**config.mk**
```make
export PLATFORM = sky130hd
export DESIGN_NAME = press_duration_trigger_classifier_flat
export DESIGN_NICKNAME = d
export VERILOG_FILES = /design/src/hw/rtl/pdtc_pkg.sv /design/src/hw/rtl/pdtc_if.sv /design/src/hw/rtl/pdtc_cfg_regs.sv /design/src/hw/rtl/pdtc_classifier.sv /design/src/hw/rtl/pdtc_out_stage.sv /design/src/hw/rtl/press_duration_trigger_classifier.sv /design/src/flat_wrapper.sv
export SDC_FILE = /design/constraint.sdc
export NUM_CORES = 1
export LEC_CHECK = 0
export ABC_AREA = 0
export BUFFER_PORTS_ARGS = -buffer_cell sky130_fd_sc_hd__clkbuf_2
export CAP_MARGIN = 20
export CORE_MARGIN = 1.5
export CORE_UTILIZATION = 58
export CTS_BUF_LIST = sky130_fd_sc_hd__clkbuf_4
export DETAILED_ROUTE_END_ITERATION = 10
export PLACE_DENSITY = 0.87
export SLEW_MARGIN = 20
export SYNTH_ARGS = -nofsm -noshare
export SYNTH_HDL_FRONTEND = slang
export SYNTH_HIERARCHICAL = 1
export SYNTH_SLANG_ARGS = --single-unit
```
**constraint.sdc**
```tcl
create_clock -name clk -period 4.5 [get_ports clk]
set_clock_uncertainty 0.1 [all_clocks]
set_input_delay 0.225 -clock clk [delete_from_list [all_inputs] [get_ports clk]]
set_output_delay 0.225 -clock clk [all_outputs]
set_load 0.02 [all_outputs]
```
**src/hw/rtl/pdtc_pkg.sv**
```systemverilog
// Shared types, widths and codes for the press duration trigger classifier.
`default_nettype none

package pdtc_pkg;

  localparam int COUNT_WIDTH    = 16;
  localparam int LIMIT_WIDTH    = 16;
  localparam int CMP_WIDTH      = (COUNT_WIDTH > LIMIT_WIDTH) ? COUNT_WIDTH : LIMIT_WIDTH;
  localparam int APB_DATA_WIDTH = 32;
  localparam int APB_ADDR_WIDTH = 3;
  localparam int APB_ADDR_LSB   = 2;
  localparam int EVENT_WIDTH    = 3;

  typedef logic [COUNT_WIDTH-1:0] count_t;
  typedef logic [LIMIT_WIDTH-1:0] limit_t;
  typedef logic [CMP_WIDTH-1:0]   cmp_t;

  localparam limit_t SHORT_LIMIT_RST = limit_t'(50);
  localparam limit_t HOLD_LIMIT_RST  = limit_t'(350);

  typedef enum logic [0:0] {
    REG_SHORT_LIMIT = 1'b0,
    REG_HOLD_LIMIT  = 1'b1
  } reg_idx_t;

  typedef enum logic [EVENT_WIDTH-1:0] {
    EV_NONE          = 3'd0,
    EV_FOCUS_START   = 3'd1,
    EV_SHUTTER_START = 3'd2,
    EV_HOLD_START    = 3'd3,
    EV_HOLD_STOP     = 3'd4,
    EV_FOCUS_STOP    = 3'd5,
    EV_SHUTTER_STOP  = 3'd6
  } evt_t;

  typedef struct packed {
    limit_t short_limit;
    limit_t hold_limit;
  } limits_t;

  typedef struct packed {
    logic focus_level;
    logic shutter_level;
    evt_t evt;
  } result_t;

endpackage

`default_nettype wire

```
**src/hw/rtl/pdtc_if.sv**
```systemverilog
// Valid/ready channel interfaces for tick beats in and result beats out.
`default_nettype none

interface pdtc_in_if;
  logic valid;
  logic ready;
  logic button_level;

  modport source (output valid, output button_level, input ready);
  modport sink   (input valid, input button_level, output ready);
endinterface

interface pdtc_out_if;
  logic                             valid;
  logic                             ready;
  logic                             focus_level;
  logic                             shutter_level;
  logic [pdtc_pkg::EVENT_WIDTH-1:0] event_code;

  modport source (output valid, output focus_level, output shutter_level,
                  output event_code, input ready);
  modport sink   (input valid, input focus_level, input shutter_level,
                  input event_code, output ready);
endinterface

`default_nettype wire

```
**src/hw/rtl/pdtc_cfg_regs.sv**
```systemverilog
// APB register file holding the short and hold limits.
`default_nettype none

module pdtc_cfg_regs (
  input  wire logic                                clk,
  input  wire logic                                rst_n,
  input  wire logic                                psel,
  input  wire logic                                penable,
  input  wire logic                                pwrite,
  input  wire logic [pdtc_pkg::APB_ADDR_WIDTH-1:0] paddr,
  input  wire logic [pdtc_pkg::APB_DATA_WIDTH-1:0] pwdata,
  output logic      [pdtc_pkg::APB_DATA_WIDTH-1:0] prdata,
  output logic                                     pready,
  output pdtc_pkg::limits_t                        limits
);
  import pdtc_pkg::*;

  limit_t   short_limit_r;
  limit_t   hold_limit_r;
  reg_idx_t reg_idx;
  logic     wr_en;

  assign pready  = 1'b1;
  assign reg_idx = reg_idx_t'(paddr[APB_ADDR_LSB]);
  assign wr_en   = psel & penable & pwrite & pready;

  always_ff @(posedge clk) begin
    if (!rst_n) begin
      short_limit_r <= SHORT_LIMIT_RST;
      hold_limit_r  <= HOLD_LIMIT_RST;
    end else if (wr_en) begin
      unique case (reg_idx)
        REG_SHORT_LIMIT: short_limit_r <= pwdata[LIMIT_WIDTH-1:0];
        REG_HOLD_LIMIT:  hold_limit_r  <= pwdata[LIMIT_WIDTH-1:0];
        default:         ;
      endcase
    end
  end

  always_comb begin
    prdata = '0;
    unique case (reg_idx)
      REG_SHORT_LIMIT: prdata = APB_DATA_WIDTH'(short_limit_r);
      REG_HOLD_LIMIT:  prdata = APB_DATA_WIDTH'(hold_limit_r);
      default:         prdata = '0;
    endcase
  end

  assign limits.short_limit = short_limit_r;
  assign limits.hold_limit  = hold_limit_r;

endmodule

`default_nettype wire

```
**src/hw/rtl/pdtc_classifier.sv**
```systemverilog
// Press timing state and the per-tick classification of the button level.
`default_nettype none

module pdtc_classifier (
  input  wire logic              clk,
  input  wire logic              rst_n,
  input  wire logic              step,
  input  wire logic              button_level,
  input  pdtc_pkg::limits_t      limits,
  output pdtc_pkg::result_t      res_nxt
);
  import pdtc_pkg::*;

  logic   prev_level_r,    prev_level_nxt;
  count_t cnt_r,           cnt_nxt;
  logic   hold_active_r,   hold_active_nxt;
  logic   focus_active_r,  focus_active_nxt;
  logic   shut_active_r,   shut_active_nxt;
  logic   focus_drive_r,   focus_drive_nxt;
  logic   shut_drive_r,    shut_drive_nxt;
  evt_t   evt;

  count_t elapsed;
  cmp_t   elapsed_c;
  cmp_t   short_c;
  cmp_t   hold_c;

  // The count sticks at all ones rather than wrapping.
  assign elapsed   = (cnt_r == '1) ? cnt_r : cnt_r + count_t'(1);
  assign elapsed_c = cmp_t'(elapsed);
  assign short_c   = cmp_t'(limits.short_limit);
  assign hold_c    = cmp_t'(limits.hold_limit);

  always_comb begin
    prev_level_nxt   = prev_level_r;
    cnt_nxt          = cnt_r;
    hold_active_nxt  = hold_active_r;
    focus_active_nxt = focus_active_r;
    shut_active_nxt  = shut_active_r;
    focus_drive_nxt  = focus_drive_r;
    shut_drive_nxt   = shut_drive_r;
    evt              = EV_NONE;

    if (button_level != prev_level_r) begin
      prev_level_nxt = button_level;
      cnt_nxt        = '0;
      // A release is classified by the length of the press it ends.
      if (!button_level) begin
        if (elapsed_c < short_c) begin
          focus_active_nxt = 1'b1;
          focus_drive_nxt  = 1'b1;
          evt              = EV_FOCUS_START;
        end else if (elapsed_c <= hold_c) begin
          shut_active_nxt = 1'b1;
          shut_drive_nxt  = 1'b1;
          evt             = EV_SHUTTER_START;
        end else begin
          hold_active_nxt = 1'b0;
          shut_drive_nxt  = 1'b0;
          evt             = EV_HOLD_STOP;
        end
      end
    end else begin
      cnt_nxt = elapsed;
      if (button_level) begin
        if ((elapsed_c > hold_c) && !hold_active_r) begin
          hold_active_nxt = 1'b1;
          shut_drive_nxt  = 1'b1;
          evt             = EV_HOLD_START;
        end
      end else if (elapsed_c > short_c) begin
        // Idle long enough: focus is stopped first, shutter on a later tick.
        if (focus_active_r) begin
          focus_active_nxt = 1'b0;
          focus_drive_nxt  = 1'b0;
          evt              = EV_FOCUS_STOP;
        end else if (shut_active_r) begin
          shut_active_nxt = 1'b0;
          shut_drive_nxt  = 1'b0;
          evt             = EV_SHUTTER_STOP;
        end
      end
    end
  end

  always_ff @(posedge clk) begin
    if (!rst_n) begin
      prev_level_r   <= 1'b0;
      cnt_r          <= '0;
      hold_active_r  <= 1'b0;
      focus_active_r <= 1'b0;
      shut_active_r  <= 1'b0;
      focus_drive_r  <= 1'b0;
      shut_drive_r   <= 1'b0;
    end else if (step) begin
      prev_level_r   <= prev_level_nxt;
      cnt_r          <= cnt_nxt;
      hold_active_r  <= hold_active_nxt;
      focus_active_r <= focus_active_nxt;
      shut_active_r  <= shut_active_nxt;
      focus_drive_r  <= focus_drive_nxt;
      shut_drive_r   <= shut_drive_nxt;
    end
  end

  assign res_nxt.focus_level   = focus_drive_nxt;
  assign res_nxt.shutter_level = shut_drive_nxt;
  assign res_nxt.evt           = evt;

endmodule

`default_nettype wire

```
**src/hw/rtl/pdtc_out_stage.sv**
```systemverilog
// Result register with valid/ready handshake towards the output channel.
`default_nettype none

module pdtc_out_stage (
  input  wire logic          clk,
  input  wire logic          rst_n,
  input  wire logic          in_valid,
  output logic               in_ready,
  output logic               take,
  input  pdtc_pkg::result_t  res_nxt,
  output logic               out_valid,
  input  wire logic          out_ready,
  output pdtc_pkg::result_t  res_r
);
  import pdtc_pkg::*;

  logic out_valid_r;
  logic out_valid_nxt;

  // A new beat may enter whenever the held result leaves in the same cycle.
  assign in_ready = !out_valid_r || out_ready;
  assign take     = in_valid && in_ready;

  always_comb begin
    out_valid_nxt = out_valid_r;
    if (take) begin
      out_valid_nxt = 1'b1;
    end else if (out_ready) begin
      out_valid_nxt = 1'b0;
    end
  end

  always_ff @(posedge clk) begin
    if (!rst_n) begin
      out_valid_r <= 1'b0;
    end else begin
      out_valid_r <= out_valid_nxt;
    end
  end

  always_ff @(posedge clk) begin
    if (take) begin
      res_r <= res_nxt;
    end
  end

  assign out_valid = out_valid_r;

endmodule

`default_nettype wire

```
**src/hw/rtl/press_duration_trigger_classifier.sv**
```systemverilog
// Top level of the press duration trigger classifier.
`default_nettype none

// Each input beat is one tick carrying the sampled button level; each accepted
// tick yields exactly one result beat with the focus and shutter drive levels
// after that tick and an event code. The block takes one tick per clock cycle
// and the result appears in the cycle after the tick is accepted: the whole
// classification is one pass of logic in front of a single result register,
// and the input stays ready whenever that register is empty or is being read
// in the same cycle. The short and hold limits sit in two APB registers at
// byte addresses 0 and 4; write them only while no tick is in flight.
module press_duration_trigger_classifier (
  input  wire logic                                clk,
  input  wire logic                                rst_n,
  pdtc_in_if.sink                                  in_ch,
  pdtc_out_if.source                               out_ch,
  input  wire logic                                psel,
  input  wire logic                                penable,
  input  wire logic                                pwrite,
  input  wire logic [pdtc_pkg::APB_ADDR_WIDTH-1:0] paddr,
  input  wire logic [pdtc_pkg::APB_DATA_WIDTH-1:0] pwdata,
  output logic      [pdtc_pkg::APB_DATA_WIDTH-1:0] prdata,
  output logic                                     pready
);
  import pdtc_pkg::*;

  limits_t limits;
  result_t res_nxt;
  result_t res_r;
  logic    take;
  logic    in_ready;
  logic    out_valid;

  pdtc_cfg_regs u_cfg_regs (
    .clk     (clk),
    .rst_n   (rst_n),
    .psel    (psel),
    .penable (penable),
    .pwrite  (pwrite),
    .paddr   (paddr),
    .pwdata  (pwdata),
    .prdata  (prdata),
    .pready  (pready),
    .limits  (limits)
  );

  pdtc_classifier u_classifier (
    .clk          (clk),
    .rst_n        (rst_n),
    .step         (take),
    .button_level (in_ch.button_level),
    .limits       (limits),
    .res_nxt      (res_nxt)
  );

  pdtc_out_stage u_out_stage (
    .clk       (clk),
    .rst_n     (rst_n),
    .in_valid  (in_ch.valid),
    .in_ready  (in_ready),
    .take      (take),
    .res_nxt   (res_nxt),
    .out_valid (out_valid),
    .out_ready (out_ch.ready),
    .res_r     (res_r)
  );

  assign in_ch.ready          = in_ready;
  assign out_ch.valid         = out_valid;
  assign out_ch.focus_level   = res_r.focus_level;
  assign out_ch.shutter_level = res_r.shutter_level;
  assign out_ch.event_code    = res_r.evt;

endmodule

`default_nettype wire

```
**src/flat_wrapper.sv**
```systemverilog
// flat-port wrapper written by rule: the top's interface ports become plain ports
module press_duration_trigger_classifier_flat import pdtc_pkg::*;
  (clk, rst_n, psel, penable, pwrite, paddr, pwdata, prdata, pready, in_ch_valid, in_ch_button_level, in_ch_ready, out_ch_valid, out_ch_focus_level, out_ch_shutter_level, out_ch_event_code, out_ch_ready);
  pdtc_in_if in_ch_i ();
  pdtc_out_if out_ch_i ();
  input  wire logic clk;
  input  wire logic rst_n;
  input  wire logic psel;
  input  wire logic penable;
  input  wire logic pwrite;
  input  wire logic [pdtc_pkg::APB_ADDR_WIDTH-1:0] paddr;
  input  wire logic [pdtc_pkg::APB_DATA_WIDTH-1:0] pwdata;
  output logic      [pdtc_pkg::APB_DATA_WIDTH-1:0] prdata;
  output logic pready;
  input wire logic [$bits(in_ch_i.valid)-1:0] in_ch_valid;
  input wire logic [$bits(in_ch_i.button_level)-1:0] in_ch_button_level;
  output wire logic [$bits(in_ch_i.ready)-1:0] in_ch_ready;
  output wire logic [$bits(out_ch_i.valid)-1:0] out_ch_valid;
  output wire logic [$bits(out_ch_i.focus_level)-1:0] out_ch_focus_level;
  output wire logic [$bits(out_ch_i.shutter_level)-1:0] out_ch_shutter_level;
  output wire logic [$bits(out_ch_i.event_code)-1:0] out_ch_event_code;
  input wire logic [$bits(out_ch_i.ready)-1:0] out_ch_ready;
  assign in_ch_i.valid = in_ch_valid;
  assign in_ch_i.button_level = in_ch_button_level;
  assign in_ch_ready = in_ch_i.ready;
  assign out_ch_valid = out_ch_i.valid;
  assign out_ch_focus_level = out_ch_i.focus_level;
  assign out_ch_shutter_level = out_ch_i.shutter_level;
  assign out_ch_event_code = out_ch_i.event_code;
  assign out_ch_i.ready = out_ch_ready;
  press_duration_trigger_classifier u_core (.clk(clk), .rst_n(rst_n), .in_ch(in_ch_i), .out_ch(out_ch_i), .psel(psel), .penable(penable), .pwrite(pwrite), .paddr(paddr), .pwdata(pwdata), .prdata(prdata), .pready(pready));
endmodule
```
==> run summary <==
Status: finished, final reports clean
Commonest non-fill, non-tap cell in the layout: nand2_1
# H-tree levels: 3
CP startpoint: u_core/u_classifier/cnt_r[5]$_SDFFE_PN0P_
Routability cong.: 0.831
CTS root buffer: clkbuf_4
RSZ-0062 raised after global routing: no
Synth warnings: 6
Vias in the first global route: 3641
Mapped Cells: 494
Max-Slew Margin vs Limit: 59.5%
Crit Path Category: reg2reg
Final Util: 67.9%
Total iterations of the first detailed-routing run: 5
Worst Path Max Fanout: 12
Startpoint types: flip-flop
Full die area: 7720 sq um
CP Capture Type: flip-flop
Static leakage power: 2.14 nW
Initial antenna violation count: 0
Initial Utilization: 60.8%
Max cap viols: 0
Maximum vdd drop: 0.170 mV
Hold/Removal Path Class: in2reg
Vias per cell: 5.86
Synth Area per Inst: 8.45 sq um
Total CTS buffers: 9
Routed len/inst: 15.9 microns
Critical Path AT: 4560 ps
Post-Syn Area: 4180 sq um
Top-level port count: 83
CORE AREA: 6870 sq um
Internal: 0.000891 W
Final total negative setup slack: 0 ps
Post-synth top flop: dfxtp_1
Final nets: 623
Post-Place Worst Slack: 198 ps
Final Setup Violations: 0
Worst r2r src: u_core/u_classifier/cnt_r[5]$_SDFFE_PN0P_
Synth area leader: dfxtp_1
Register area share after synthesis: 30.0%
Hold wc startpoint: in_ch_button_level
Maximum clock frequency: 230 MHz
DP Wirelength: 6.94 mm
Max-slew violations: 0
CP Cell Sequence: nand4_2, or4_1, or3_4, mux2_4, ha_1, nor2b_1, o211ai_1, a2111oi_0, or4_1, a22o_1, a31o_2
First-pass GRT wire length: 16.4 mm
Minimum clock period: 4340 ps
Min Hold Slack: 66.4 ps
CTS tree: done
CP max stage cell: or4_1
Fin. Hold Viols: 0
Net Switching: 0.000324 W
Clock Latency Late Sink: 420 ps
Placement row count: 30
IO Port Bufs: 47
Initial DRC Count: 353
Post-synth EDFFs: 5
Post-DRT Antenna Nets: 0
Async S/R FF share, synth: 0%
TritonCTS Sinks: 60
Slowest stage delay, CP: 760 ps
Synth unique cells: 59
Layout area overhead: 11.7%
Pwr Density: 260 nW/um^2
Share of power burned in registers: 46.3%
Share of layout cells above drive strength 1: 17.6%
Worst path required time: 4720 ps
Final wirelength: 10.3 mm
Die Width: 87.9 microns
Ant diodes: 0
Comb power frac: 14.5%
Final instance area: 4670 sq um
Cell Area, Placed: 4310 sq um
Tot GR Track Use: 27.7%
Worst setup margin: 157 ps
Worst-path clk slew: 100 ps
Main area contributors after synthesis: dfxtp_1 26%, ha_1 10%, mux2i_1 7.9%
Share of the synthesized area in the top cell type: 26.4%
Number of synthesized register bits: 60
Top cell by count, worst path: or4_1
Worst Max-Slew Pin Slew: 608 ps
Pin count of the biggest net entering global routing: 66
Global route total overflow: 0
Max clock buf depth: 2
R2r setup slk: 160 ps
Die height: 87.9 microns
# DRC: 0
Via count: 3790
Commonest non-fill, non-tap cells in the layout: 66 x nand2_1, 55 x dfxtp_1, 47 x clkbuf_2, 40 x inv_1, 34 x ha_1
Clock share of power: 39.2%
Final Cycle Share: 96.5%
Net Sw Frac: 26.7%
[power groups by stage]
stage,Combinational (W),Clock [W],Sequential (W)
after floorplan,0.000128,0,0.000577
after global placement,0.000151,0,0.000574
after detailed placement,0.000157,0,0.000574
after CTS,0.000171,0.000479,0.000562
after global routing,0.000190,0.000501,0.000564
final,0.000176,0.000477,0.000562
[cell usage after synthesis (all sizes together), types with 5 or more instances]
| master | number |
|---|---|
| a21oi | 30 |
| a31oi | 6 |
| buf | 30 |
| clkbuf | 13 |
| dfxtp | 55 |
| edfxtp | 5 |
| ha | 34 |
| inv | 40 |
| mux2 | 18 |
| mux2i | 33 |
| nand2 | 66 |
| nand3 | 12 |
| nand4 | 9 |
| nor2 | 29 |
| nor2b | 19 |
| nor3 | 9 |
| nor4 | 6 |
| o211ai | 6 |
| o21ai | 13 |
| xnor2 | 6 |
[repair_timing]
item	4_1_cts	5_1_grt
hold endpoints to repair	32	0
setup buffers	0	0
hold buffers	18	0
endpoints found under the setup margin	0	5
resized for setup	0	1
[per-layer routing]
layer	vias to the layer above	GRT usage [%]	part of all wire, %
met3	40	5.94	6.8
met5	-	0	0
met2	195	49.8	50
li1	1789	-	-
met4	0	15.4	3.5
met1	1766	30.0	40
[final timing paths]
check,end,depth (start not counted)
max,u_core/u_classifier/shut_drive_r$_SDFFE_PN0P_,11
min,u_core/u_classifier/prev_level_r$_SDFFE_PN0P_,3
max reg2reg,u_core/u_classifier/shut_drive_r$_SDFFE_PN0P_,11
min reg2reg,u_core/u_classifier/prev_level_r$_SDFFE_PN0P_,2
[sequential cells by signal (all words and copies together) (netlist names)]
name                                flops
u_core/u_classifier/hold_active_r       1
u_core/u_classifier/cnt_r              16
u_core/u_cfg_regs/hold_limit_r         16
u_core/u_classifier/focus_active_r      1
u_core/u_classifier/focus_drive_r       1
u_core/u_classifier/shut_drive_r        1
u_core/u_out_stage/res_r                5
u_core/u_out_stage/out_valid            1
u_core/u_classifier/prev_level_r        1
u_core/u_classifier/shut_active_r       1
u_core/u_cfg_regs/short_limit_r        16
[cell families (layout without fill, tap and decap cells)]
| kind of cell | after synthesis | in the layout | share of synthesized area, % |
|---|---|---|---|
| simple gates | 177 | 177 | 22.1 |
| buf+inv | 83 | 125 | 11.0 |
| compound gates | 77 | 77 | 11.6 |
| flops | 60 | 60 | 30.0 |
| mux | 51 | 51 | 12.9 |
| fa+ha+maj | 34 | 34 | 10.2 |
| xor+xnor | 10 | 10 | 2.10 |
| other cells | 2 | 17 | 0.180 |
[worst max-delay path: cells and delay by family (launching register included)]
family	cells	cell delay, ps
muxes	1	350
and+or+nand+nor	5	2050
DFF	1	470
AOI/OAI and AO/OA	4	970
adders and majority gates	1	290
[final cells by class]
class                           count  area, sq um
Multi-Input combinational cell    366         2530
Fill cell                         503         2200
Sequential cell                    60         1250
Timing Repair Buffer               69          445
Inverter                           40          150
Tap cell                           96          120
Clock inverter                      7          105
Clock buffer                        9         67.6
[through the flow]
step | cells | total power [W]
3_5_place_dp | 613 | 0.000731
6_report | 647 | 0.00121
2_1_floorplan | 509 | 0.000704
5_1_grt | 647 | 0.00125
4_1_cts | 647 | 0.00121
3_3_place_gp | 613 | 0.000725
(Power assumes the default switching activity.)
